--- src/sv/mbr_fifo.sv ---
// ----------------------------------------------------------------------------
// mbr_fifo: small register queue
// Power-of-two depth, push/full on the write side, pop/empty on the read side.
// ----------------------------------------------------------------------------
module mbr_fifo #(
   parameter int WIDTH = 8,
   parameter int DEPTH = 2
) (
   input  logic             clock,
   input  logic             reset,
   input  logic             push,
   input  logic [WIDTH-1:0] push_data,
   output logic             full,
   input  logic             pop,
   output logic [WIDTH-1:0] pop_data,
   output logic             empty
);

   localparam int PTR_W = $clog2(DEPTH);

   logic [WIDTH-1:0] slot_ff [DEPTH];
   logic [PTR_W:0]   wr_ptr_ff, wr_ptr_in;
   logic [PTR_W:0]   rd_ptr_ff, rd_ptr_in;
   logic             do_push, do_pop;

   assign empty = (wr_ptr_ff == rd_ptr_ff);
   assign full  = (wr_ptr_ff[PTR_W] != rd_ptr_ff[PTR_W]) &&
                  (wr_ptr_ff[PTR_W-1:0] == rd_ptr_ff[PTR_W-1:0]);

   assign do_push = push && !full;
   assign do_pop  = pop && !empty;

   assign wr_ptr_in = do_push ? wr_ptr_ff + 1'b1 : wr_ptr_ff;
   assign rd_ptr_in = do_pop ? rd_ptr_ff + 1'b1 : rd_ptr_ff;

   assign pop_data = slot_ff[rd_ptr_ff[PTR_W-1:0]];

   always_ff @(posedge clock) begin
      if (reset) begin
         wr_ptr_ff <= '0;
         rd_ptr_ff <= '0;
      end else begin
         wr_ptr_ff <= wr_ptr_in;
         rd_ptr_ff <= rd_ptr_in;
      end
   end

   always_ff @(posedge clock) begin
      if (do_push) begin
         slot_ff[wr_ptr_ff[PTR_W-1:0]] <= push_data;
      end
   end

endmodule

--- config.mk ---
export PLATFORM = sky130hd
export DESIGN_NAME = mbr_fifo
export DESIGN_NICKNAME = d
export VERILOG_FILES = /design/src/sv/mbr_fifo.sv
export SDC_FILE = /design/constraint.sdc
export NUM_CORES = 1
export LEC_CHECK = 0
export BUFFER_PORTS_ARGS = -buffer_cell sky130_fd_sc_hd__clkbuf_2
export CORE_ASPECT_RATIO = 1.1
export CORE_MARGIN = 2
export CORE_UTILIZATION = 50
export CTS_CLUSTER_SIZE = 24
export DETAILED_ROUTE_END_ITERATION = 12
export GPL_ROUTABILITY_DRIVEN = 0
export PLACE_DENSITY = 0.76
export REMOVE_ABC_BUFFERS = 1
export SKIP_CTS_REPAIR_TIMING = 1
export SYNTH_ARGS = -nofsm -noshare
export SYNTH_HDL_FRONTEND = slang
export SYNTH_SLANG_ARGS = --single-unit
export TNS_END_PERCENT = 100
--- constraint.sdc ---
create_clock -name clock -period 2.2 [get_ports clock]
set_clock_uncertainty 0.2 [all_clocks]
set_input_delay 0.11 -clock clock [delete_from_list [all_inputs] [get_ports clock]]
set_output_delay 0.11 -clock clock [all_outputs]
set_load 0.03 [all_outputs]
==> flow_summary.ini, run 1 <==
[worst_setup_path]
r2r_setup_slack_ns = 0.29
worstPathMaxFanout = 5
worst_setup_path_end_kind = flip-flop
cp_slowest_stage_delay_ns = 0.58
r2r_start = wr_ptr_ff[1]
critical_path_class = reg2reg
critical_path_required_ns = 2.24
slowest_stage = dlygate4sd3_1
crit_path_cell_trace = xor2_1 -> nand2_1 -> a311oi_2 -> dlygate4sd3_1
crit_start = wr_ptr_ff[1]
cp.arrival_ns = 1.96
cp-start-kind = flip-flop

[finish]
drive_above_1_share_pct = 37.0
final_area_mm2 = 0.00112
diodes = 0
syn_to_final_growth_pct = 30.3
nNetsFinal = 105

[sta]
hold_viol_final = 0
finalSetupTns_ns = 0
period_needed_ns = 1.91
fmax_ghz = 0.523
tightest_slew_ns = 0.759
whs_ns = 0.350
final.period_utilization_pct = 86.9
setup_slack_ns = 0.288
slew_violations = 0
rsz0062_at_grt = no
max_slew_margin_pct = 49.4
setup_viol = 0

[clock_tree]
ctsHtreeMaxLevel = 1
clock_path_buffers = 2
clk_latency_ns = 0.29
numClockSinks = 21
root_buffer = clkbuf_4
path_clk_slew_ns = 0.11
numCtsBuffers = 3
cts_tree = built

[synthesis]
synth-async-reset-ratio_pct = 0
synth_top_cell_by_area = edfxtp_1
synth.top_cell.area_share_pct = 56.0
synth.distinct_cells = 18
syn_area_per_cell_um2 = 14.8
synth-edff-count = 16
synthFlopType = edfxtp_1
postSynthCellCount = 58
yosysMostFrequentCell = edfxtp_1
ys_seq_area_share_pct = 67.6
ys_ff_latch = 21
synth_area_leaders = edfxtp_1, dfxtp_1, mux2_2
syn_area_um2 = 858
netlist_top_cells_count = edfxtp_1, mux2_2, nor2_1, dfxtp_1, nand2_1
yosys_warnings = 0

[detailed_routing]
avgViaCountPerCell = 5.16
totalWireLength_um = 1480
antenna_left = 0
routedWlPerCell_um = 13.6
drcViolationCount = 0
via_count = 562
dr.pass1.iters = 4
drtIter0Drc = 2

[run_status]
status = finished, final reports clean

[power_and_ir_drop]
power.switching_w = 0.000233
switching_share_pct = 27.9
comb_power_share_pct = 21.3
power_density_mw_per_mm2 = 747
irDropWorstVdd_mv = 0.391
sequentialPowerShare_pct = 57.5
leakage_nw = 0.455
finalPower_w = 0.000835
pwr-share-clk_pct = 21.2
p_int_w = 0.000602

[placement]
placed_cell_area_um2 = 972
portBuffers = 21
post-dp-hpwl_um = 982
place_ws_ns = 0.380

[floorplan]
fp.dieW_um = 43.5
die_h_um = 47.5
die_area_mm2 = 0.00206
boundaryPins = 22
fp-row-count = 15
core_area_mm2 = 0.00160
start_util_pct = 53.8

[global_route]
grt_start_max_net_pins = 12
grt_use_total_pct = 14.3
antenna_found_initial = 0
grt_pass1_wl_um = 1970
first_global_vias = 460
grt_overflow = 0

[job]
drv_cap = 0

[worst_hold_path]
hp-class = in2reg
hp-start = push_data[2]
## metrics by stage
stage	util (%)	instances
finish	70.1	109
global route	70.1	109
CTS	62.6	97
detailed placement	60.9	93
global placement	60.9	93
floorplan	-	55
## area by class of cell
type	instances	area, um^2
Clock buffer	4	26.3
Fill cell	117	477
Inverter	1	3.75
Multi-Input combinational cell	33	262
Sequential cell	21	581
Tap cell	17	21.3
Timing Repair Buffer	33	225
## cells by family after synthesis
logic type	after synthesis	synth area share, %
DFF	21	67.6
and+or+nand+nor	12	6.12
muxes	10	12.8
AOI/OAI and AO/OA	8	7.58
buffers and inverters	4	1.89
xor gates and xnor gates	3	3.94
## metal layers
| metal | global-route usage (%) | vias to the layer above | part of all wire (%) |
|---|---|---|---|
| met2 | 25.4 | 14 | 56 |
| met1 | 14.4 | 260 | 39 |
| met5 | 0 | - | 0 |
| met3 | 5.28 | 2 | 4.0 |
| met4 | 9.09 | 0 | 0.81 |
| li1 | - | 286 | - |
## critical path: cells and delay by family (launching register included)
family / cells / cell delay, ns
buffers and inverters: 1 / 0.58
xor gates and xnor gates: 1 / 0.26
DFF: 1 / 0.46
AOI/OAI and AO/OA: 1 / 0.25
and+or+nand+nor: 1 / 0.12
## state kept, by name, summed over array words and instances (netlist names), named ones only
name	flops
slot_ff	16
rd_ptr_ff	2
wr_ptr_ff	2
## path summary, 6_finish.rpt
check                   to  cells after the start
max reg2reg   wr_ptr_ff[0]                      4
min reg2reg   rd_ptr_ff[1]                      2
max           wr_ptr_ff[0]                      4
min          slot_ff[0][2]                      2
## cell usage in the layout, fill, tap and decap left out, drive strengths merged
master	instances
xor2	2
edfxtp	16
dlygate4sd3	12
inv	1
a311oi	3
nor2	6
nand4	1
dfxtp	5
xnor2	1
clkbuf	25
mux2i	2
o211a	1
mux2	8
nand4b	1
o21bai	1
nand2	4
a21oi	3
## power groups by stage
stage / Clock [W] / Sequential, W / Combinational [W]
after floorplan: 0 / 0.000484 / 0.000116
after global placement: 0 / 0.000488 / 0.000158
after detailed placement: 0 / 0.000490 / 0.000160
after CTS: 0.000186 / 0.000480 / 0.000162
after global routing: 0.000200 / 0.000484 / 0.000189
final: 0.000177 / 0.000480 / 0.000178
No activity file was read; power rests on OpenSTA's default activity.
==> run 2: changes to the inputs <==
CORE_UTILIZATION = 53   (was 50)
CTS_BUF_LIST = sky130_fd_sc_hd__clkbuf_8   (was not set)
PLACE_DENSITY = 0.8   (was 0.76)
==> run 2 against run 1 <==
- die area fell by 5.2%
- fmax rose by 3.1%
- worst setup slack improved by 0.058 ns
- sequential power barely moved
- critical path depth did not move
- via count rose by 4.1%
- final cell count fell by 0.92%
- critical endpoint is now slot_ff[1][6]
==> flow_summary.ini, run 2 (synthesized netlist as in run 1, its figures left out) <==
[run_status]
status = finished, final reports clean

[floorplan]
boundaryPins = 22
start_util_pct = 55.8
core_area_mm2 = 0.00154
fp-row-count = 15
die_h_um = 46.2
fp.dieW_um = 42.4
die_area_mm2 = 0.00196

[worst_setup_path]
critical_path_class = in2reg
cp-start-kind = input port
worstPathMaxFanout = 8
worst_setup_path_end_kind = flip-flop
cp_slowest_stage_delay_ns = 0.66
slowest_stage = a21oi_1
crit_path_cell_trace = dlygate4sd3_1 -> clkbuf_2 -> nand2_1 -> a21oi_1
crit_family = buffers and inverters
critical_path_required_ns = 1.89
cp.arrival_ns = 1.54
critPathBufInv = 2

[global_route]
antenna_found_initial = 0
grt_start_max_net_pins = 12
grt_pass1_wl_um = 2160
grt_overflow = 0
first_global_vias = 505
grt_use_total_pct = 15.5

[detailed_routing]
antenna_left = 0
drcViolationCount = 0
via_count = 585
avgViaCountPerCell = 5.42
dr.pass1.iters = 4
totalWireLength_um = 1550
routedWlPerCell_um = 14.4
drtIter0Drc = 6

[sta]
setup_viol = 0
rsz0062_at_grt = no
finalSetupTns_ns = 0
fmax_ghz = 0.539
tightest_slew_ns = 0.830
max_slew_margin_pct = 44.7
period_needed_ns = 1.85
hold_viol_final = 0
final.period_utilization_pct = 84.3
slew_violations = 0

[finish]
fillers = 114
final_util_pct = 73.3
layout_commonest_cell = clkbuf_2
drive_above_1_share_pct = 37.4
largest_reg_flops = 16
nNetsFinal = 104
final_cell_mix = clkbuf_2, edfxtp_1, dlygate4sd3_1
diodes = 0
syn_to_final_growth_pct = 31.3

[clock_tree]
clk_latency_ns = 0.26
path_clk_slew_ns = 0.07
numClockSinks = 21
numCtsBuffers = 3
ctsHtreeMaxLevel = 1
root_buffer = clkbuf_8
cts_tree = built
clock_path_buffers = 2

[power_and_ir_drop]
pwr-share-clk_pct = 26.6
comb_power_share_pct = 19.8
switching_share_pct = 27.2
power.switching_w = 0.000244
irDropWorstVdd_mv = 0.564
power_density_mw_per_mm2 = 797
leakage_nw = 0.461
sequentialPowerShare_pct = 53.6
p_int_w = 0.000654

[job]
drv_cap = 0

[worst_hold_path]
hp-class = reg2reg

[placement]
post-dp-hpwl_um = 1020
portBuffers = 21
## run 2: cell types whose count changed in the layout (fill, tap and decap cells not counted)
cell | before | now
inv_1 | 1 | 2
clkbuf_8 | 0 | 3
clkbuf_1 | 1 | 0
dlygate4sd3_1 | 12 | 11
clkbuf_4 | 3 | 0
## run 2: worst min-delay path: stages (launching register included)
cell	delay (ns)
dfxtp_1	0.37
nand4_1	0.09
a21oi_1	0.06
## run 2: final cells by class
| class | count | area [um^2] | share of cell area, % |
|---|---|---|---|
| Inverter | 1 | 3.75 | 0.333 |
| Tap cell | 17 | 21.3 | 1.89 |
| Sequential cell | 21 | 581 | 51.5 |
| Timing Repair Buffer | 32 | 215 | 19.1 |
| Multi-Input combinational cell | 33 | 262 | 23.2 |
| Clock inverter | 1 | 3.75 | 0.333 |
| Clock buffer | 3 | 41.3 | 3.66 |
## run 2: power groups by stage
stage          clock, W  sequential [W]  combinational [W]
2_1_floorplan         0        0.000484           0.000116
3_3_place_gp          0        0.000488           0.000159
3_5_place_dp          0        0.000490           0.000161
4_1_cts        0.000243        0.000481           0.000162
5_1_grt        0.000257        0.000484           0.000190
6_report       0.000239        0.000481           0.000178
## run 2: path summary, 6_finish.rpt
| kind | from | to | slack, ns | cells after the start |
|---|---|---|---|---|
| worst max-delay path | push | slot_ff[1][6] | 0.35 | 4 |
| worst min-delay path | wr_ptr_ff[1] | rd_ptr_ff[1] | 0.37 | 2 |
| worst max register to register | wr_ptr_ff[1] | slot_ff[1][6] | 0.36 | 2 |
| worst min register to register | wr_ptr_ff[1] | rd_ptr_ff[1] | 0.37 | 2 |
## run 2: stage by stage
stage	hold WS, ns	worst slack (ns)	total power, W	cell area (um^2)	std cells
3_3_place_gp	0.103	0.412	0.000646	972	93
4_1_cts	-0.162	0.358	0.000886	1020	97
2_1_floorplan	-0.0221	0.603	0.000600	846	55
5_1_grt	0.388	0.287	0.000931	1130	108
3_5_place_dp	0.102	0.362	0.000651	972	93
6_report	0.369	0.345	0.000898	1130	108
## run 2: per-layer routing
| metal | vias up | global-route usage, % | wire [um] |
|---|---|---|---|
| met5 | - | 0 | 0 |
| met1 | 276 | 17.4 | 656 |
| met4 | 0 | 5.63 | 32 |
| li1 | 286 | - | - |
| met2 | 19 | 28.0 | 793 |
| met3 | 4 | 5.10 | 69 |
