`config.mk`:
```
export PLATFORM = sky130hd
export DESIGN_NAME = mbr_front
export DESIGN_NICKNAME = d
export VERILOG_FILES = /design/src/sv/mbr_pkg.sv /design/src/sv/mbr_front.sv
export SDC_FILE = /design/constraint.sdc
export NUM_CORES = 1
export LEC_CHECK = 0
export ABC_AREA = 1
export BUFFER_PORTS_ARGS = -buffer_cell sky130_fd_sc_hd__buf_2
export CORE_ASPECT_RATIO = 1.5
export CORE_UTILIZATION = 50
export CTS_CLUSTER_SIZE = 25
export DETAILED_ROUTE_END_ITERATION = 7
export PLACE_DENSITY = 0.89
export REMOVE_ABC_BUFFERS = 1
export SLEW_MARGIN = 5
export SYNTH_ARGS = -nofsm -noshare
export SYNTH_HDL_FRONTEND = slang
export SYNTH_SLANG_ARGS = --single-unit
```
`constraint.sdc`:
```
create_clock -name clock -period 9.4 [get_ports clock]
set_input_delay 1.88 -clock clock [delete_from_list [all_inputs] [get_ports clock]]
set_output_delay 1.88 -clock clock [all_outputs]
set_load 0.05 [all_outputs]
```
`src/sv/mbr_pkg.sv`:
```
// ----------------------------------------------------------------------------
// mbr_pkg: shared types and constants of the MSB-first bit reader
// Widths, request and status codes, and the command and result items that
// pass between the front end, the command queue and the back end.
// ----------------------------------------------------------------------------
package mbr_pkg;

   localparam int BUFFER_BYTES  = 1024;
   localparam int MAX_READ_BITS = 32;
   localparam int QUEUE_DEPTH   = 2;

   localparam int BYTE_W   = 8;
   localparam int ADDR_W   = $clog2(BUFFER_BYTES);
   localparam int LEN_W    = $clog2(BUFFER_BYTES + 1);
   localparam int POS_W    = LEN_W + 3;
   localparam int COUNT_W  = 14;
   localparam int RD_CNT_W = $clog2(MAX_READ_BITS + 1);
   localparam int VALUE_W  = 32;
   localparam int CAP_BITS = BUFFER_BYTES * 8;

   // bytes touched by the widest read at any bit offset
   localparam int FETCH_BYTES = (MAX_READ_BITS + 7 + 7) / 8;
   localparam int WINDOW_W    = FETCH_BYTES * BYTE_W;
   localparam int ACC_W       = WINDOW_W - BYTE_W;
   localparam int BEAT_W      = $clog2(FETCH_BYTES);
   localparam int SHIFT_W     = $clog2(WINDOW_W + 1);

   typedef enum logic [1:0] {
      REQ_LOAD = 2'd0,
      REQ_READ = 2'd1,
      REQ_SHOW = 2'd2,
      REQ_SKIP = 2'd3
   } req_op_type;

   typedef enum logic [1:0] {
      ST_OK       = 2'd0,
      ST_PAST_END = 2'd1,
      ST_TOO_MANY = 2'd2
   } status_type;

   typedef enum logic [1:0] {
      CMD_LOAD    = 2'd0,
      CMD_EXTRACT = 2'd1,
      CMD_REPORT  = 2'd2
   } cmd_op_type;

   typedef enum logic {
      BK_IDLE  = 1'b0,
      BK_FETCH = 1'b1
   } back_state_type;

   typedef struct packed {
      cmd_op_type          op;
      status_type          status;
      logic [POS_W-1:0]    start;
      logic [RD_CNT_W-1:0] count;
      logic [ADDR_W-1:0]   addr;
      logic [BYTE_W-1:0]   data;
   } cmd_type;

   typedef struct packed {
      logic [VALUE_W-1:0] value;
      status_type         status;
   } rsp_item_type;

endpackage

```
`src/sv/mbr_front.sv`:
```
// ----------------------------------------------------------------------------
// mbr_front: request front end
// Holds buffer length and bit position, classifies each request, computes
// its status and start position, and queues a command for the back end.
// ----------------------------------------------------------------------------
module mbr_front (
   input  logic                         clock,
   input  logic                         reset,
   input  logic                         csr_write_en,
   input  logic [mbr_pkg::LEN_W-1:0]    csr_write_data,
   input  logic                         push,
   output logic                         full,
   input  logic [1:0]                   req_type,
   input  logic [mbr_pkg::COUNT_W-1:0]  req_bit_count,
   input  logic [mbr_pkg::ADDR_W-1:0]   req_load_addr,
   input  logic [mbr_pkg::BYTE_W-1:0]   req_load_byte,
   input  logic                         cmd_full,
   output logic                         cmd_push,
   output mbr_pkg::cmd_type             cmd,
   output logic [mbr_pkg::LEN_W-1:0]    buffer_len
);

   localparam int SUM_W = mbr_pkg::POS_W + 1;

   logic [mbr_pkg::LEN_W-1:0] len_ff, len_in;
   logic [mbr_pkg::POS_W-1:0] pos_ff, pos_in;
   logic [mbr_pkg::POS_W-1:0] valid_bits;
   logic [SUM_W-1:0]          sum;
   logic [mbr_pkg::POS_W-1:0] pos_sat;
   logic                      past_end;
   logic                      too_many;
   logic                      accept;
   logic                      advance;
   mbr_pkg::req_op_type       op;

   assign op         = mbr_pkg::req_op_type'(req_type);
   assign full       = cmd_full;
   assign accept     = push && !cmd_full;
   assign cmd_push   = accept;
   assign buffer_len = len_ff;

   assign valid_bits = {len_ff, 3'b000};
   assign sum        = {1'b0, pos_ff} + SUM_W'(req_bit_count);
   assign past_end   = sum > {1'b0, valid_bits};
   assign pos_sat    = (sum > SUM_W'(mbr_pkg::CAP_BITS)) ?
                       mbr_pkg::POS_W'(mbr_pkg::CAP_BITS) : sum[mbr_pkg::POS_W-1:0];
   assign too_many   = req_bit_count > mbr_pkg::COUNT_W'(mbr_pkg::MAX_READ_BITS);

   always_comb begin
      cmd.op     = mbr_pkg::CMD_REPORT;
      cmd.status = mbr_pkg::ST_OK;
      cmd.start  = pos_ff;
      cmd.count  = req_bit_count[mbr_pkg::RD_CNT_W-1:0];
      cmd.addr   = req_load_addr;
      cmd.data   = req_load_byte;
      advance    = 1'b0;
      unique case (op)
         mbr_pkg::REQ_LOAD: begin
            cmd.op = mbr_pkg::CMD_LOAD;
         end
         mbr_pkg::REQ_SKIP: begin
            cmd.status = past_end ? mbr_pkg::ST_PAST_END : mbr_pkg::ST_OK;
            advance    = 1'b1;
         end
         mbr_pkg::REQ_READ, mbr_pkg::REQ_SHOW: begin
            if (too_many) begin
               cmd.status = mbr_pkg::ST_TOO_MANY;
            end else begin
               cmd.op     = mbr_pkg::CMD_EXTRACT;
               cmd.status = past_end ? mbr_pkg::ST_PAST_END : mbr_pkg::ST_OK;
               advance    = (op == mbr_pkg::REQ_READ);
            end
         end
         default: begin
         end
      endcase
   end

   always_comb begin
      len_in = len_ff;
      pos_in = pos_ff;
      if (csr_write_en) begin
         // clamp to capacity and restart at bit zero
         len_in = (csr_write_data > mbr_pkg::LEN_W'(mbr_pkg::BUFFER_BYTES)) ?
                  mbr_pkg::LEN_W'(mbr_pkg::BUFFER_BYTES) : csr_write_data;
         pos_in = '0;
      end else if (accept && advance) begin
         pos_in = pos_sat;
      end
   end

   always_ff @(posedge clock) begin
      if (reset) begin
         len_ff <= '0;
         pos_ff <= '0;
      end else begin
         len_ff <= len_in;
         pos_ff <= pos_in;
      end
   end

endmodule

```
==> metrics list <==
- The first TritonRoute pass finished after 5 iterations.
* Max Cap Viol: 0
- The longest clock path from root to sink contains 2 buffers.
* Number of ports placed on the die boundary: 105
- Worst Reg-to-Reg Cells: 12
* Detail Route Antenna Nets: 0
* CP Launch Type: primary input
- The die is 91.0 um tall.
* TritonCTS sink count: 25
* Highest routed layer: met5
* Number of filler cells placed in the layout: 518
* Total Wirelength: 7040 um
- Total power for the finished layout comes to 260 uW.
- Crit. End Element: output port
* Initial standard-cell utilization of the core: 51.6%
- The core region is 5120 sq um.
- Routed length on met3: 536 um
* PwrDens: 90.5 nW/um^2
- Worst path cell trace: buf_2 -> ha_1 -> fa_1 -> nand2_1 -> nand2_1 -> nand3_1 -> nand2_1 -> nand2_1 -> nand2_2 -> ha_1 -> nand2_1 -> o31ai_1 -> a31oi_1 -> nor2_1 -> o21ai_0 -> nand2_1 -> nand2_1 -> a21oi_1 -> buf_2
- Switching power share of the total: 36.6%
- RSZ-0062 raised after global routing: false
- Total via count in the routed design: 2765
- H-tree depth: 1
- Leaving out fill and tap cells, the most frequent cell in the layout is nand2_1.
- The internal power of the cells totals 165 uW.
- CTS placed an instance of clkbuf_8 at the clock tree root.
- Standard-cell rows: 32
- Number of cells in the finished layout apart from fillers: 514
* Number of different library cells in the post-synthesis netlist: 39
* Wire length of the first global-routing pass: 11200 um
- Wire length on met2: 3560 um
* Reg clk slew, reported paths: 0.08 ns
* TritonCTS clock tree: built
- Leakage power of the design: 0.00158 uW
* Most used cells in the layout excluding fill and tap cells: 89 x nand2_1, 68 x buf_2, 64 x inv_1, 34 x nand3_1, 28 x ha_1
* Gate power share: 33.0%
* CTS resizes: 0
- Mean post-synth cell area: 6.52 sq um
* Clock Skews: 0.00371 ns
- Hold is met by 0.504 ns.
- Area growth syn-to-layout: 8.85%
- After detailed routing, the number of remaining DRC violations is 0.
- In this run the cell area measured after placement is 2830 sq um.
- In this run the worst path has a maximum fanout of 4.
- The die is 61.4 um wide.
- Layout cell share with drive strength beyond 1: 25.3%
* CTS buffer count: 3
* Max Transition Viols Final: 0
- Entering global routing, the biggest net connects 29 pins.
* Slew Limit Headroom: 36.8%
- Worst path slowest cell: fa_1
- The worst register-to-register path begins at pos_ff[0]$_SDFFE_PP0P_.
- Critical path class: primary input to output port
* Fraction of the cycle the final worst path needs: 69.7%
* CP Launch Point: req_bit_count[0]
- The biggest area contributor in the post-synthesis netlist is dfxtp_1.
- Tmin final: 6.55 ns
- Area of all placed cells without fillers: 2880 sq um
* Number of antenna diodes: 0
* Data arrival time at the worst-slack endpoint: 4.67 ns
- Post-CTS timing repair inserted 0 buffers for setup.
- The worst register-to-register path has a setup slack of 6.88 ns.
- Total half-perimeter wirelength after legalization and detailed placement: 5780 um
- Crit path largest cell delay: 0.45 ns
* Number of antenna violations at the first check in global routing: 0
* Yosys warns: 0
- The clock network is responsible for 24.8% of the overall power.
* Total routed wire length on the met1 layer: 2560 um
- At the end of the flow, the number of nets in the layout was 526.
- The endpoint identified for the worst register-to-register timing path is pos_ff[1]$_SDFFE_PP0P_.
* Worst Path Required: 7.52 ns
- The critical path ends at cmd[38].
* Actual slew at the worst max-slew pin: 0.944 ns
- Total GRT Usage: 26.5%
* Register share of total power: 42.2%
- Area enclosed by the die boundary: 5590 sq um
* P_sw: 95.2 uW
* Port Buffer Count: 68
- Top cells by area in the synthesized netlist: dfxtp_1 19%, ha_1 13%, nand2_1 13%
* VDD IR-drop max: 85.4 uV
- Setup TNS: 0 ns
- Number of endpoints failing setup at the final stage: 0
- The worst hold path belongs to the class flop to flop.
* Routed vias/inst: 5.38
- Synth top area share: 18.9%
- The total overflow left after global routing is 0.
- Timing-limited maximum frequency: 0.153 GHz
- Placed cell count: 510
* Cell area after synthesis: 2640 sq um
* Most common cell type on the critical path: nand2_1
* Initial DRC Count: 93
- Synthesized flop and latch total: 25
- At the later pin of the worst-skew pair, clock insertion delay measures 0.27 ns.
* Final hold violation count: 0
* Total of hold buffers inserted after clock tree synthesis: 0
* Average detailed-routed wire length per instance: 13.7 um
* Cells after synthesis: 405
- Share of synthesized area occupied by flip-flops and latches: 18.9%
- The number of global-route vias before repair is 2676.
* Routability cong.: 0.915
- Outcome: finished clean
==> worst max-delay path, delay by kind of cell <==
family          cells  cell delay (ns)
simple gates       10             0.80
buf+inv             2             0.40
compound gates      4             0.55
fa+ha+maj           3             1.03
==> worst min-delay path by stage <==
stage	startpoint	endpoint	slack, ns	cells past startpoint
after global placement	buffer_len[0]$_SDFFE_PP0P_	buffer_len[0]$_SDFFE_PP0P_	0.49	2
after floorplan	buffer_len[10]$_SDFFE_PP0P_	buffer_len[10]$_SDFFE_PP0P_	0.70	2
final	buffer_len[0]$_SDFFE_PP0P_	buffer_len[0]$_SDFFE_PP0P_	0.50	2
after global routing	buffer_len[0]$_SDFFE_PP0P_	buffer_len[0]$_SDFFE_PP0P_	0.52	2
after CTS	buffer_len[0]$_SDFFE_PP0P_	buffer_len[0]$_SDFFE_PP0P_	0.50	2
after detailed placement	buffer_len[0]$_SDFFE_PP0P_	buffer_len[0]$_SDFFE_PP0P_	0.49	2
==> area by class of cell <==
cell class | instances | area, sq um | share of cell area [%]
multi-input combinational | 279 | 1640 | 57.1
clock buffer | 4 | 45.0 | 1.57
tap | 68 | 85.1 | 2.96
sequential | 25 | 500 | 17.4
timing repair buffer | 68 | 340 | 11.8
inverter | 70 | 263 | 9.13
==> state kept, by name, indices dropped and copies added (netlist names) <==
signal and cells:
pos_ff 14, buffer_len 11
==> power by group through the flow <==
stage / logic, uW / clock network, uW / registers (uW)
final: 85.8 / 64.7 / 110
after detailed placement: 84.2 / 0 / 112
after global placement: 81.7 / 0 / 112
after floorplan: 45.5 / 0 / 120
after global routing: 94.2 / 69.4 / 110
after CTS: 85.3 / 65.6 / 110
==> metrics by stage <==
| step | setup slack (ns) | util, % |
|---|---|---|
| floorplan | 2.96 | - |
| global placement | 3.04 | 55.2 |
| detailed placement | 2.91 | 55.2 |
| CTS | 2.85 | 56.1 |
| global route | 2.54 | 56.1 |
| finish | 2.85 | 56.1 |
==> layer usage <==
layer	GRT usage (%)	vias to the layer above
met2	44.4	113
met5	7.69	-
met4	15.6	2
met3	8.40	33
li1	-	1375
met1	27.0	1242
==> cell usage after synthesis <==
| master | n |
|---|---|
| a211oi_1 | 1 |
| a21oi_1 | 17 |
| a21oi_2 | 11 |
| a21oi_4 | 1 |
| a31oi_1 | 1 |
| a41oi_1 | 1 |
| and2_1 | 1 |
| buf_1 | 1 |
| buf_12 | 1 |
| buf_2 | 2 |
| buf_4 | 25 |
| buf_6 | 1 |
| clkbuf_1 | 1 |
| clkinv_1 | 2 |
| dfxtp_1 | 25 |
| fa_1 | 1 |
| ha_1 | 28 |
| inv_1 | 64 |
| inv_2 | 4 |
| nand2_1 | 89 |
| nand2_2 | 18 |
| nand2_4 | 1 |
| nand3_1 | 34 |
| nand3_2 | 1 |
| nand3b_1 | 2 |
| nand4_1 | 7 |
| nor2_1 | 22 |
| nor2_2 | 3 |
| nor3_1 | 3 |
| nor4_1 | 6 |
| o21ai_0 | 15 |
| o22ai_1 | 8 |
| o31ai_1 | 2 |
| o32ai_1 | 1 |
| o41ai_2 | 1 |
| or2_0 | 1 |
| or2_2 | 1 |
| or2_4 | 1 |
| xor2_1 | 1 |
==> cell families (layout without fill, tap and decap cells) <==
kind of cell    count (synthesis)  in the layout  synth area share (%)
compound gates                 59             59                  14.6
xor+xnor                        1              1                 0.331
fa+ha+maj                      29             29                  14.0
buf+inv                       101            142                  18.9
flops                          25             25                  18.9
simple gates                  190            190                  33.2
No activity file was read; power rests on OpenSTA's default activity.
