--- src/sv/mbr_pkg.sv ---
// ----------------------------------------------------------------------------
// mbr_pkg: shared types and constants of the MSB-first bit reader
// Widths, request and status codes, and the command and result items that
// pass between the front end, the command queue and the back end.
// ----------------------------------------------------------------------------
package mbr_pkg;

   localparam int BUFFER_BYTES  = 1024;
   localparam int MAX_READ_BITS = 32;
   localparam int QUEUE_DEPTH   = 2;

   localparam int BYTE_W   = 8;
   localparam int ADDR_W   = $clog2(BUFFER_BYTES);
   localparam int LEN_W    = $clog2(BUFFER_BYTES + 1);
   localparam int POS_W    = LEN_W + 3;
   localparam int COUNT_W  = 14;
   localparam int RD_CNT_W = $clog2(MAX_READ_BITS + 1);
   localparam int VALUE_W  = 32;
   localparam int CAP_BITS = BUFFER_BYTES * 8;

   // bytes touched by the widest read at any bit offset
   localparam int FETCH_BYTES = (MAX_READ_BITS + 7 + 7) / 8;
   localparam int WINDOW_W    = FETCH_BYTES * BYTE_W;
   localparam int ACC_W       = WINDOW_W - BYTE_W;
   localparam int BEAT_W      = $clog2(FETCH_BYTES);
   localparam int SHIFT_W     = $clog2(WINDOW_W + 1);

   typedef enum logic [1:0] {
      REQ_LOAD = 2'd0,
      REQ_READ = 2'd1,
      REQ_SHOW = 2'd2,
      REQ_SKIP = 2'd3
   } req_op_type;

   typedef enum logic [1:0] {
      ST_OK       = 2'd0,
      ST_PAST_END = 2'd1,
      ST_TOO_MANY = 2'd2
   } status_type;

   typedef enum logic [1:0] {
      CMD_LOAD    = 2'd0,
      CMD_EXTRACT = 2'd1,
      CMD_REPORT  = 2'd2
   } cmd_op_type;

   typedef enum logic {
      BK_IDLE  = 1'b0,
      BK_FETCH = 1'b1
   } back_state_type;

   typedef struct packed {
      cmd_op_type          op;
      status_type          status;
      logic [POS_W-1:0]    start;
      logic [RD_CNT_W-1:0] count;
      logic [ADDR_W-1:0]   addr;
      logic [BYTE_W-1:0]   data;
   } cmd_type;

   typedef struct packed {
      logic [VALUE_W-1:0] value;
      status_type         status;
   } rsp_item_type;

endpackage

--- src/sv/mbr_back.sv ---
// ----------------------------------------------------------------------------
// mbr_back: command back end
// Writes loaded bytes, fetches the byte window of a read or show one byte
// per cycle from the RAM, and aligns the requested bits into the result.
// ----------------------------------------------------------------------------
module mbr_back (
   input  logic                         clock,
   input  logic                         reset,
   input  logic                         cmd_empty,
   input  mbr_pkg::cmd_type             cmd,
   output logic                         cmd_pop,
   input  logic [mbr_pkg::LEN_W-1:0]    buffer_len,
   output logic                         ram_wr_en,
   output logic [mbr_pkg::ADDR_W-1:0]   ram_wr_addr,
   output logic [mbr_pkg::BYTE_W-1:0]   ram_wr_data,
   output logic [mbr_pkg::ADDR_W-1:0]   ram_rd_addr,
   input  logic [mbr_pkg::BYTE_W-1:0]   ram_rd_data,
   input  logic                         rsp_full,
   output logic                         rsp_push,
   output mbr_pkg::rsp_item_type        rsp_item
);

   mbr_pkg::back_state_type        state_ff, state_in;
   logic [mbr_pkg::LEN_W-1:0]      base_ff, base_in;
   logic [2:0]                     off_ff, off_in;
   logic [mbr_pkg::RD_CNT_W-1:0]   count_ff, count_in;
   mbr_pkg::status_type            status_ff, status_in;
   logic [mbr_pkg::BEAT_W-1:0]     beat_ff, beat_in;
   logic [mbr_pkg::ACC_W-1:0]      acc_ff, acc_in;

   logic                           can_start;
   logic                           last_beat;
   logic [mbr_pkg::LEN_W-1:0]      fetch_index;
   logic [mbr_pkg::LEN_W-1:0]      next_index;
   logic [mbr_pkg::BYTE_W-1:0]     byte_in;
   logic [mbr_pkg::WINDOW_W-1:0]   window;
   logic [mbr_pkg::SHIFT_W-1:0]    shift_amt;
   logic [mbr_pkg::WINDOW_W-1:0]   shifted;
   logic [mbr_pkg::VALUE_W:0]      mask;
   logic [mbr_pkg::VALUE_W-1:0]    extracted;

   assign can_start   = !cmd_empty && !rsp_full;
   assign last_beat   = (beat_ff == mbr_pkg::BEAT_W'(mbr_pkg::FETCH_BYTES - 1));
   assign fetch_index = base_ff + mbr_pkg::LEN_W'(beat_ff);
   assign next_index  = fetch_index + 1'b1;

   // bytes at or past the buffer length read as zero
   assign byte_in   = (fetch_index < buffer_len) ? ram_rd_data : '0;
   assign window    = {acc_ff, byte_in};
   assign shift_amt = mbr_pkg::SHIFT_W'(mbr_pkg::WINDOW_W) - mbr_pkg::SHIFT_W'(off_ff)
                      - mbr_pkg::SHIFT_W'(count_ff);
   assign shifted   = window >> shift_amt;
   assign mask      = ~({(mbr_pkg::VALUE_W + 1){1'b1}} << count_ff);
   assign extracted = shifted[mbr_pkg::VALUE_W-1:0] & mask[mbr_pkg::VALUE_W-1:0];

   assign ram_wr_addr = cmd.addr;
   assign ram_wr_data = cmd.data;

   // next state
   always_comb begin
      state_in = state_ff;
      unique case (state_ff)
         mbr_pkg::BK_IDLE: begin
            if (can_start && cmd.op == mbr_pkg::CMD_EXTRACT) begin
               state_in = mbr_pkg::BK_FETCH;
            end
         end
         mbr_pkg::BK_FETCH: begin
            if (last_beat) begin
               state_in = mbr_pkg::BK_IDLE;
            end
         end
      endcase
   end

   // outputs
   always_comb begin
      cmd_pop         = 1'b0;
      ram_wr_en       = 1'b0;
      ram_rd_addr     = cmd.start[mbr_pkg::ADDR_W+2:3];
      rsp_push        = 1'b0;
      rsp_item.value  = '0;
      rsp_item.status = mbr_pkg::ST_OK;
      unique case (state_ff)
         mbr_pkg::BK_IDLE: begin
            if (can_start) begin
               cmd_pop = 1'b1;
               unique case (cmd.op)
                  mbr_pkg::CMD_LOAD: begin
                     ram_wr_en = 1'b1;
                     rsp_push  = 1'b1;
                  end
                  mbr_pkg::CMD_REPORT: begin
                     rsp_push        = 1'b1;
                     rsp_item.status = cmd.status;
                  end
                  default: begin
                  end
               endcase
            end
         end
         mbr_pkg::BK_FETCH: begin
            ram_rd_addr = next_index[mbr_pkg::ADDR_W-1:0];
            if (last_beat) begin
               rsp_push        = 1'b1;
               rsp_item.value  = extracted;
               rsp_item.status = status_ff;
            end
         end
      endcase
   end

   always_comb begin
      base_in   = base_ff;
      off_in    = off_ff;
      count_in  = count_ff;
      status_in = status_ff;
      beat_in   = beat_ff;
      acc_in    = acc_ff;
      if (state_ff == mbr_pkg::BK_IDLE) begin
         base_in   = cmd.start[mbr_pkg::POS_W-1:3];
         off_in    = cmd.start[2:0];
         count_in  = cmd.count;
         status_in = cmd.status;
         beat_in   = '0;
         acc_in    = '0;
      end else begin
         beat_in = beat_ff + 1'b1;
         acc_in  = window[mbr_pkg::ACC_W-1:0];
      end
   end

   always_ff @(posedge clock) begin
      if (reset) begin
         state_ff <= mbr_pkg::BK_IDLE;
      end else begin
         state_ff <= state_in;
      end
   end

   always_ff @(posedge clock) begin
      base_ff   <= base_in;
      off_ff    <= off_in;
      count_ff  <= count_in;
      status_ff <= status_in;
      beat_ff   <= beat_in;
      acc_ff    <= acc_in;
   end

endmodule

--- config.mk ---
export PLATFORM = sky130hd
export DESIGN_NAME = mbr_back
export DESIGN_NICKNAME = d
export VERILOG_FILES = /design/src/sv/mbr_pkg.sv /design/src/sv/mbr_back.sv
export SDC_FILE = /design/constraint.sdc
export NUM_CORES = 1
export LEC_CHECK = 0
export ABC_AREA = 1
export BUFFER_PORTS_ARGS = -buffer_cell sky130_fd_sc_hd__clkbuf_2
export CAP_MARGIN = 20
export CORE_UTILIZATION = 55
export CTS_CLUSTER_DIAMETER = 80
export DETAILED_ROUTE_END_ITERATION = 16
export GPL_TIMING_DRIVEN = 0
export PLACE_DENSITY = 0.93
export REMOVE_ABC_BUFFERS = 1
export SKIP_CTS_REPAIR_TIMING = 1
export SYNTH_ARGS = -nofsm -noshare
export SYNTH_HDL_FRONTEND = slang
export SYNTH_SLANG_ARGS = --single-unit
--- constraint.sdc ---
create_clock -name clock -period 4.17 [get_ports clock]
set_clock_uncertainty 0.2 [all_clocks]
set_input_delay 0.417 -clock clock [delete_from_list [all_inputs] [get_ports clock]]
set_output_delay 0.417 -clock clock [all_outputs]
set_load 0.01 [all_outputs]
==> metrics.txt, run 1 <==
GPL Wtd Cong=around 1.0; global-route wire length before repair=around 24000 µm; initial antenna violation count=0; worst skew pair latency=0.37 ns; syn_area_per_cell=approximately 6.5 µm²; GRT Overall Usage=29.70%; synth warn=0; R2R setup slack=roughly 0.9 ns; CP Cell Sequence=ha_4 -> inv_2 -> fa_2 -> or2_4 -> a21oi_4 -> nand3_4 -> nor2_4 -> nand3_2 -> xnor2_2 -> ha_1 -> nand2_2 -> nor2_4 -> and2_4 -> nand2_4 -> nand4_1 -> nand2_1 -> nand3_2 -> nand3_2 -> nand3_2 -> nand2_2 -> nand2_2 -> a21oi_2 -> buf_2; failing checks=setup timing; drt via density=around 6.1; pin count of the biggest net entering global routing=roughly 50; top-count cell post-synth=nand2_1; slowest CP cell=fa_2; period utilisation layout=115.1%; die width=roughly 100 µm; P_leak=about 3.1 nW; post-synth top area share=~17%; worst vdd ir=roughly 0.25 mV; critical path class=reg2out; Total Wirelength=around 17000 µm; hold slack final=between 0.0008 and 0.0009 ns; diodes inserted=0; CP peak stage delay=0.39 ns; Final Hold Vio Count=0; CP Data Required Time=between 3 and 4 ns; core area=between 9000 and 10000 µm²; crit path capture type=output pin; commonest cells in the netlist=nand2_1, o21ai_0, inv_1, nand3_1, nor2_1; sequential share of the synthesized area=between 20% and 30%; chip height=about 100 µm; final core occ=69.39%; WL/cell=approximately 17 µm; final slew viol count=0; Hold Path Stages=2; power per cell area=around 360 nW/µm²; CP max FO=8; grt ovf=0; FP Rows=35; vias in the first global route=approximately 5300; slew of the pin with the lowest slew margin=between 0.8 and 0.9 ns; routed vias=about 6300; CTS buffer count=9; io pins=130; ranking of synthesized cells by area=nand2_1, dfxtp_1, edfxtp_1; max cap viols=0; post-synthesis cell count=821; Main synth FF type=dfxtp_1; Slew headroom=between 40% and 50%; endpoints failing setup=10; Synth async-reset ratio=0%; P&R area growth vs syn=21.18%; distinct cell type count after synthesis=between 50 and 60; Hold Path Class=in2reg; first-pass iteration count of the detailed router=7; CP startpoint kind=register; CTS H-tree depth=3; Setup WS pre-CTS=-0.9589 ns; maximum clock insertion buffer count=2; # port buffers=93; highest clock rate=208.4 MHz; Period minus WS final=between 4 and 5 ns; unrepaired setup endpoints after global routing=yes; detailed placement HPWL=10550 µm; layout net count=just under 1000; R2R depth=16; CTS Sinks=58; CTS tree=done; Initial Util=57.26%; post-synthesis instance area=around 5300 µm²; clk root buf=clkbuf_8; Clock transition at path regs=about 0.070 ns; setup_tns=-4.415 ns; share of cells above drive strength 1=a little under a quarter; cell mode on critical path=nand3_2; Initial DRC Count=937; Yosys reg bits=a little under 60; outcome=complete, but fails checks; drt drc=0; die area=approximately 10000 µm²; Synth area leader=nand2_1; final worst-path setup slack=-0.6284 ns; Detail Route Antenna Nets=0; CP Data Arrival Time=about 4.2 ns; EDFF count, synth=22
[worst paths after layout]
| kind | start | to |
|---|---|---|
| min | reset | state_ff |
| max reg2reg | base_ff[0] | acc_ff[7] |
| max | base_ff[0] | rsp_item[5] |
| min reg2reg | acc_ff[4] | acc_ff[12] |
[metrics by stage]
| stage | std cells | cell area, µm² | total power [mW] |
|---|---|---|---|
| 3_3_place_gp | 984 | 5630 | 1.443 |
| 3_5_place_dp | 987 | 5699 | 1.474 |
| 4_1_cts | 1003 | 5918 | 2.043 |
| 5_1_grt | 1026 | 6442 | 2.396 |
| 6_report | 1026 | 6442 | 2.295 |
| 2_1_floorplan | 762 | 5004 | 1.245 |
[per-layer routing]
layer  share of wire, %  GRT usage, %  vias up
met5                  0         2.564        -
met4                6.3         12.82        0
met3                 12         7.312      152
li1                   -             -     2846
met2                 47         50.37      543
met1                 35         35.52     2764
[logic make-up (layout without fill, tap and decap cells)]
| kind of cell | Yosys count | count (layout) | synth area share, % |
|---|---|---|---|
| and+or+nand+nor | 378 | 378 | 30.64 |
| buffers and inverters | 159 | 235 | 12.97 |
| adders and majority gates | 25 | 25 | 6.166 |
| DFF | 58 | 58 | 25.98 |
| AOI/OAI and AO/OA | 170 | 170 | 17.98 |
| muxes | 16 | 16 | 3.012 |
| xor gates and xnor gates | 15 | 15 | 3.248 |
[power by group]
group	switching [mW]	leakage (nW)	internal [mW]
sequential	0.0154	0.522	0.606
clock	0.261	0.113	0.321
combinational	0.723	2.50	0.368
[sequential cells by signal, indices dropped and copies added (netlist names)]
| register | flops |
|---|---|
| state_ff | 1 |
| count_ff | 6 |
| off_ff | 3 |
| beat_ff | 3 |
| acc_ff | 32 |
| status_ff | 2 |
| base_ff | 11 |
[area by class of cell]
type                       instances  area [µm²]
timing repair buffer             118       772.0
clock inverter                     2       13.76
multi-input combinational        604        3507
timing repair inverter             1       7.507
clock buffer                      14       205.2
sequential                        58        1383
inverter                         100       392.9
tap                              129       161.4
fill                             734        2841
[placed cells by master, fill, tap and decap left out, drive strengths merged, types with 16 or more instances in the layout]
cell	n
clkbuf	101
inv	97
o21ai	97
nand2	243
nand3	68
a21oi	39
mux2i	16
ha	23
edfxtp	22
nor2	44
dfxtp	36
buf	31
[critical path, delay by kind of cell, from the launching register on]
kind | cells | cell delay (ns)
fa+ha+maj | 3 | 0.86
buf+inv | 2 | 0.19
flops | 1 | 0.37
simple gates | 15 | 1.88
compound gates | 2 | 0.36
xor+xnor | 1 | 0.15
(Power assumes the default switching activity.)
==> inputs of run 2 (changes only) <==
--- a/config.mk
+++ b/config.mk
@@ -13,6 +13,7 @@
 export DETAILED_ROUTE_END_ITERATION = 16
 export GPL_TIMING_DRIVEN = 0
 export PLACE_DENSITY = 0.93
+export RECOVER_POWER = 100
 export REMOVE_ABC_BUFFERS = 1
 export SKIP_CTS_REPAIR_TIMING = 1
 export SYNTH_ARGS = -nofsm -noshare
==> run 2 against run 1 <==
  * The flow still finishes with violations (setup timing)
  * First-iteration DRC count is 1.9% lower
  * Clock-buffer cell count unchanged
  * Hold slack improved by 0.0043 ns
  * Combinational power hardly changed
  * Sequential cell count is the same
  * Non-clock buffer count did not move
  * Register-to-register slack hardly changed
  * Total power is 0.17% lower
  * Largest cell class unchanged
==> metrics.txt, run 2 (synthesis results as in run 1) <==
max layer used=met4; period utilisation layout=114.4% (-0.72 points); chip height=100.3 µm (unchanged); highest clock rate=209.7 MHz (+0.63%); CTS buffer count=9 (unchanged); die width=100.3 µm (unchanged); hold slack final=0.005106 ns (+0.004259 ns); outcome=complete, but fails checks; Initial DRC Count=919 (-1.9%); Period minus WS final=4.768 ns (-0.02990 ns); worst r2r src=base_ff[0]; routed vias=6279 (-0.41%); io pins=130 (unchanged); worst skew pair latency=0.37 ns (about the same); Total Wirelength=17400 µm (about the same); crit path to=rsp_item[5]; grt ovf=0 (unchanged); endpoints failing setup=10 (unchanged); P&R area growth vs syn=21.04%; final slew viol count=0 (unchanged); M1 WL=6113 µm (+0.30%); diodes inserted=0 (unchanged); Clock transition at path regs=0.07 ns (about the same); Initial Util=57.26% (unchanged); # port buffers=93 (unchanged); placed cell area=5699 µm² (unchanged); commonest non-fill, non-tap cells in the layout=nand2_1, o21ai_0, inv_1; vias in the first global route=5261 (unchanged); FP Rows=35 (unchanged); Crit. Startpoint=base_ff[0]; CP max FO=8 (unchanged); Slew headroom=43.36% (+0.16 points); power per cell area=356.0 nW/µm² (about the same); routed wl met2=8159 µm (+0.36%); worst vdd ir=0.2538 mV (-0.11%); P_leak=3.117 nW (-0.57%); CTS Sinks=58 (unchanged); CTS tree=done; critical path class=reg2out; Hold Path Class=in2reg; CP Data Arrival Time=4.15 ns (-0.03 ns); maximum clock insertion buffer count=2 (unchanged); drt drc=0 (unchanged); crit path capture type=output pin; pin count of the biggest net entering global routing=51 (unchanged); most common library cell in the layout ignoring fill and taps=nand2_1; max cap viols=0 (unchanged); GRT Overall Usage=29.70% (unchanged); final worst-path setup slack=-0.5985 ns (+0.02990 ns); CP startpoint kind=register; GPL Wtd Cong=1.016 (unchanged); Reg with most FFs=acc_ff; R2R setup slack=0.92 ns (about the same); Final Hold Vio Count=0 (unchanged); initial antenna violation count=0 (unchanged); RR Endpoint=acc_ff[7]; CP Data Required Time=3.55 ns (about the same); met3 WL post-DR=2071 µm (-0.14%); clk root buf=clkbuf_8; failing checks=setup timing; R2R depth=16 (unchanged); unrepaired setup endpoints after global routing=yes; CTS H-tree depth=3 (unchanged); number of flip-flops in the largest register=32 (unchanged); layout net count=982 (unchanged); Detail Route Antenna Nets=0 (unchanged); biggest regs=acc_ff (32), base_ff (11), count_ff (6); first-pass iteration count of the detailed router=6 (-1); final instance area=6435 µm² (-0.12%); drt via density=6.120 (-0.41%); detailed placement HPWL=10550 µm (unchanged); WL/cell=16.95 µm (about the same); share of cells above drive strength 1=22.97% (-0.67 points); global-route wire length before repair=23680 µm (unchanged); slew of the pin with the lowest slew margin=0.8483 ns (-0.002408 ns); core area=9284 µm² (unchanged); die area=10060 µm² (unchanged)
==> run 2: cell counts in the layout (fill, tap and decap cells not counted) <==
Identical to the previous run, type by type.
==> run 2: how the worst min path moves through the flow <==
stage                     startpoint  slack (ns)    endpoint  depth (start not counted)
after floorplan            acc_ff[4]        0.21  acc_ff[12]                          2
after global placement     acc_ff[4]        0.22  acc_ff[12]                          2
after global routing           reset        0.01    state_ff                          2
after detailed placement   acc_ff[0]        0.22   acc_ff[8]                          2
after CTS                      reset       0.007    state_ff                          2
final                          reset       0.005    state_ff                          2
==> run 2: where the power goes <==
| part | leakage [nW] | internal, mW | switching, mW |
|---|---|---|---|
| combinational | 2.48 | 0.368 | 0.721 |
| clock | 0.113 | 0.321 | 0.260 |
| sequential | 0.522 | 0.606 | 0.0154 |
| total | 3.12 | 1.29 | 0.996 |
==> run 2: cell type report <==
cell class	count	area (µm²)
fillers	738	2849
clock buffers	14	205.2
multi-input cells	604	3507
repair inverters	1	7.507
repair buffers	118	764.5
clock inverters	2	13.76
inverters	100	392.9
flip-flops and latches	58	1383
well taps	129	161.4
==> run 2: per-stage QoR <==
stage / power [mW] / util [%] / worst slack [ns] / instances / setup TNS [ns]
finish: 2.291 / 69.31 / -0.5985 / 1026 / -4.246
global route: 2.395 / 69.31 / -0.7642 / 1026 / -6.769
CTS: 2.043 / 63.75 / -1.397 / 1003 / -39.45
detailed placement: 1.474 / 61.39 / -0.9589 / 987 / -25.29
global placement: 1.443 / 60.65 / -1.598 / 984 / -39.55
floorplan: 1.245 / - / -0.5721 / 762 / -6.833
==> run 2: worst max-delay path, stage by stage (launching register included) <==
cell	delay [ns]
edfxtp_1	0.37
ha_4	0.14
inv_2	0.04
fa_2	0.39
or2_4	0.26
a21oi_4	0.19
nand3_4	0.12
nor2_4	0.16
nand3_2	0.10
xnor2_2	0.15
ha_1	0.33
nand2_2	0.12
nor2_4	0.04
and2_4	0.14
nand2_4	0.09
nand4_1	0.18
nand2_1	0.18
nand3_2	0.14
nand3_2	0.11
nand3_2	0.08
nand2_2	0.09
nand2_2	0.05
a21oi_2	0.15
buf_2	0.15
==> run 2: routing by layer <==
layer / vias to the layer above / track usage (%)
met4: 0 / 12.82
met3: 137 / 7.312
met5: - / 2.564
li1: 2843 / -
met1: 2771 / 35.52
met2: 528 / 50.37
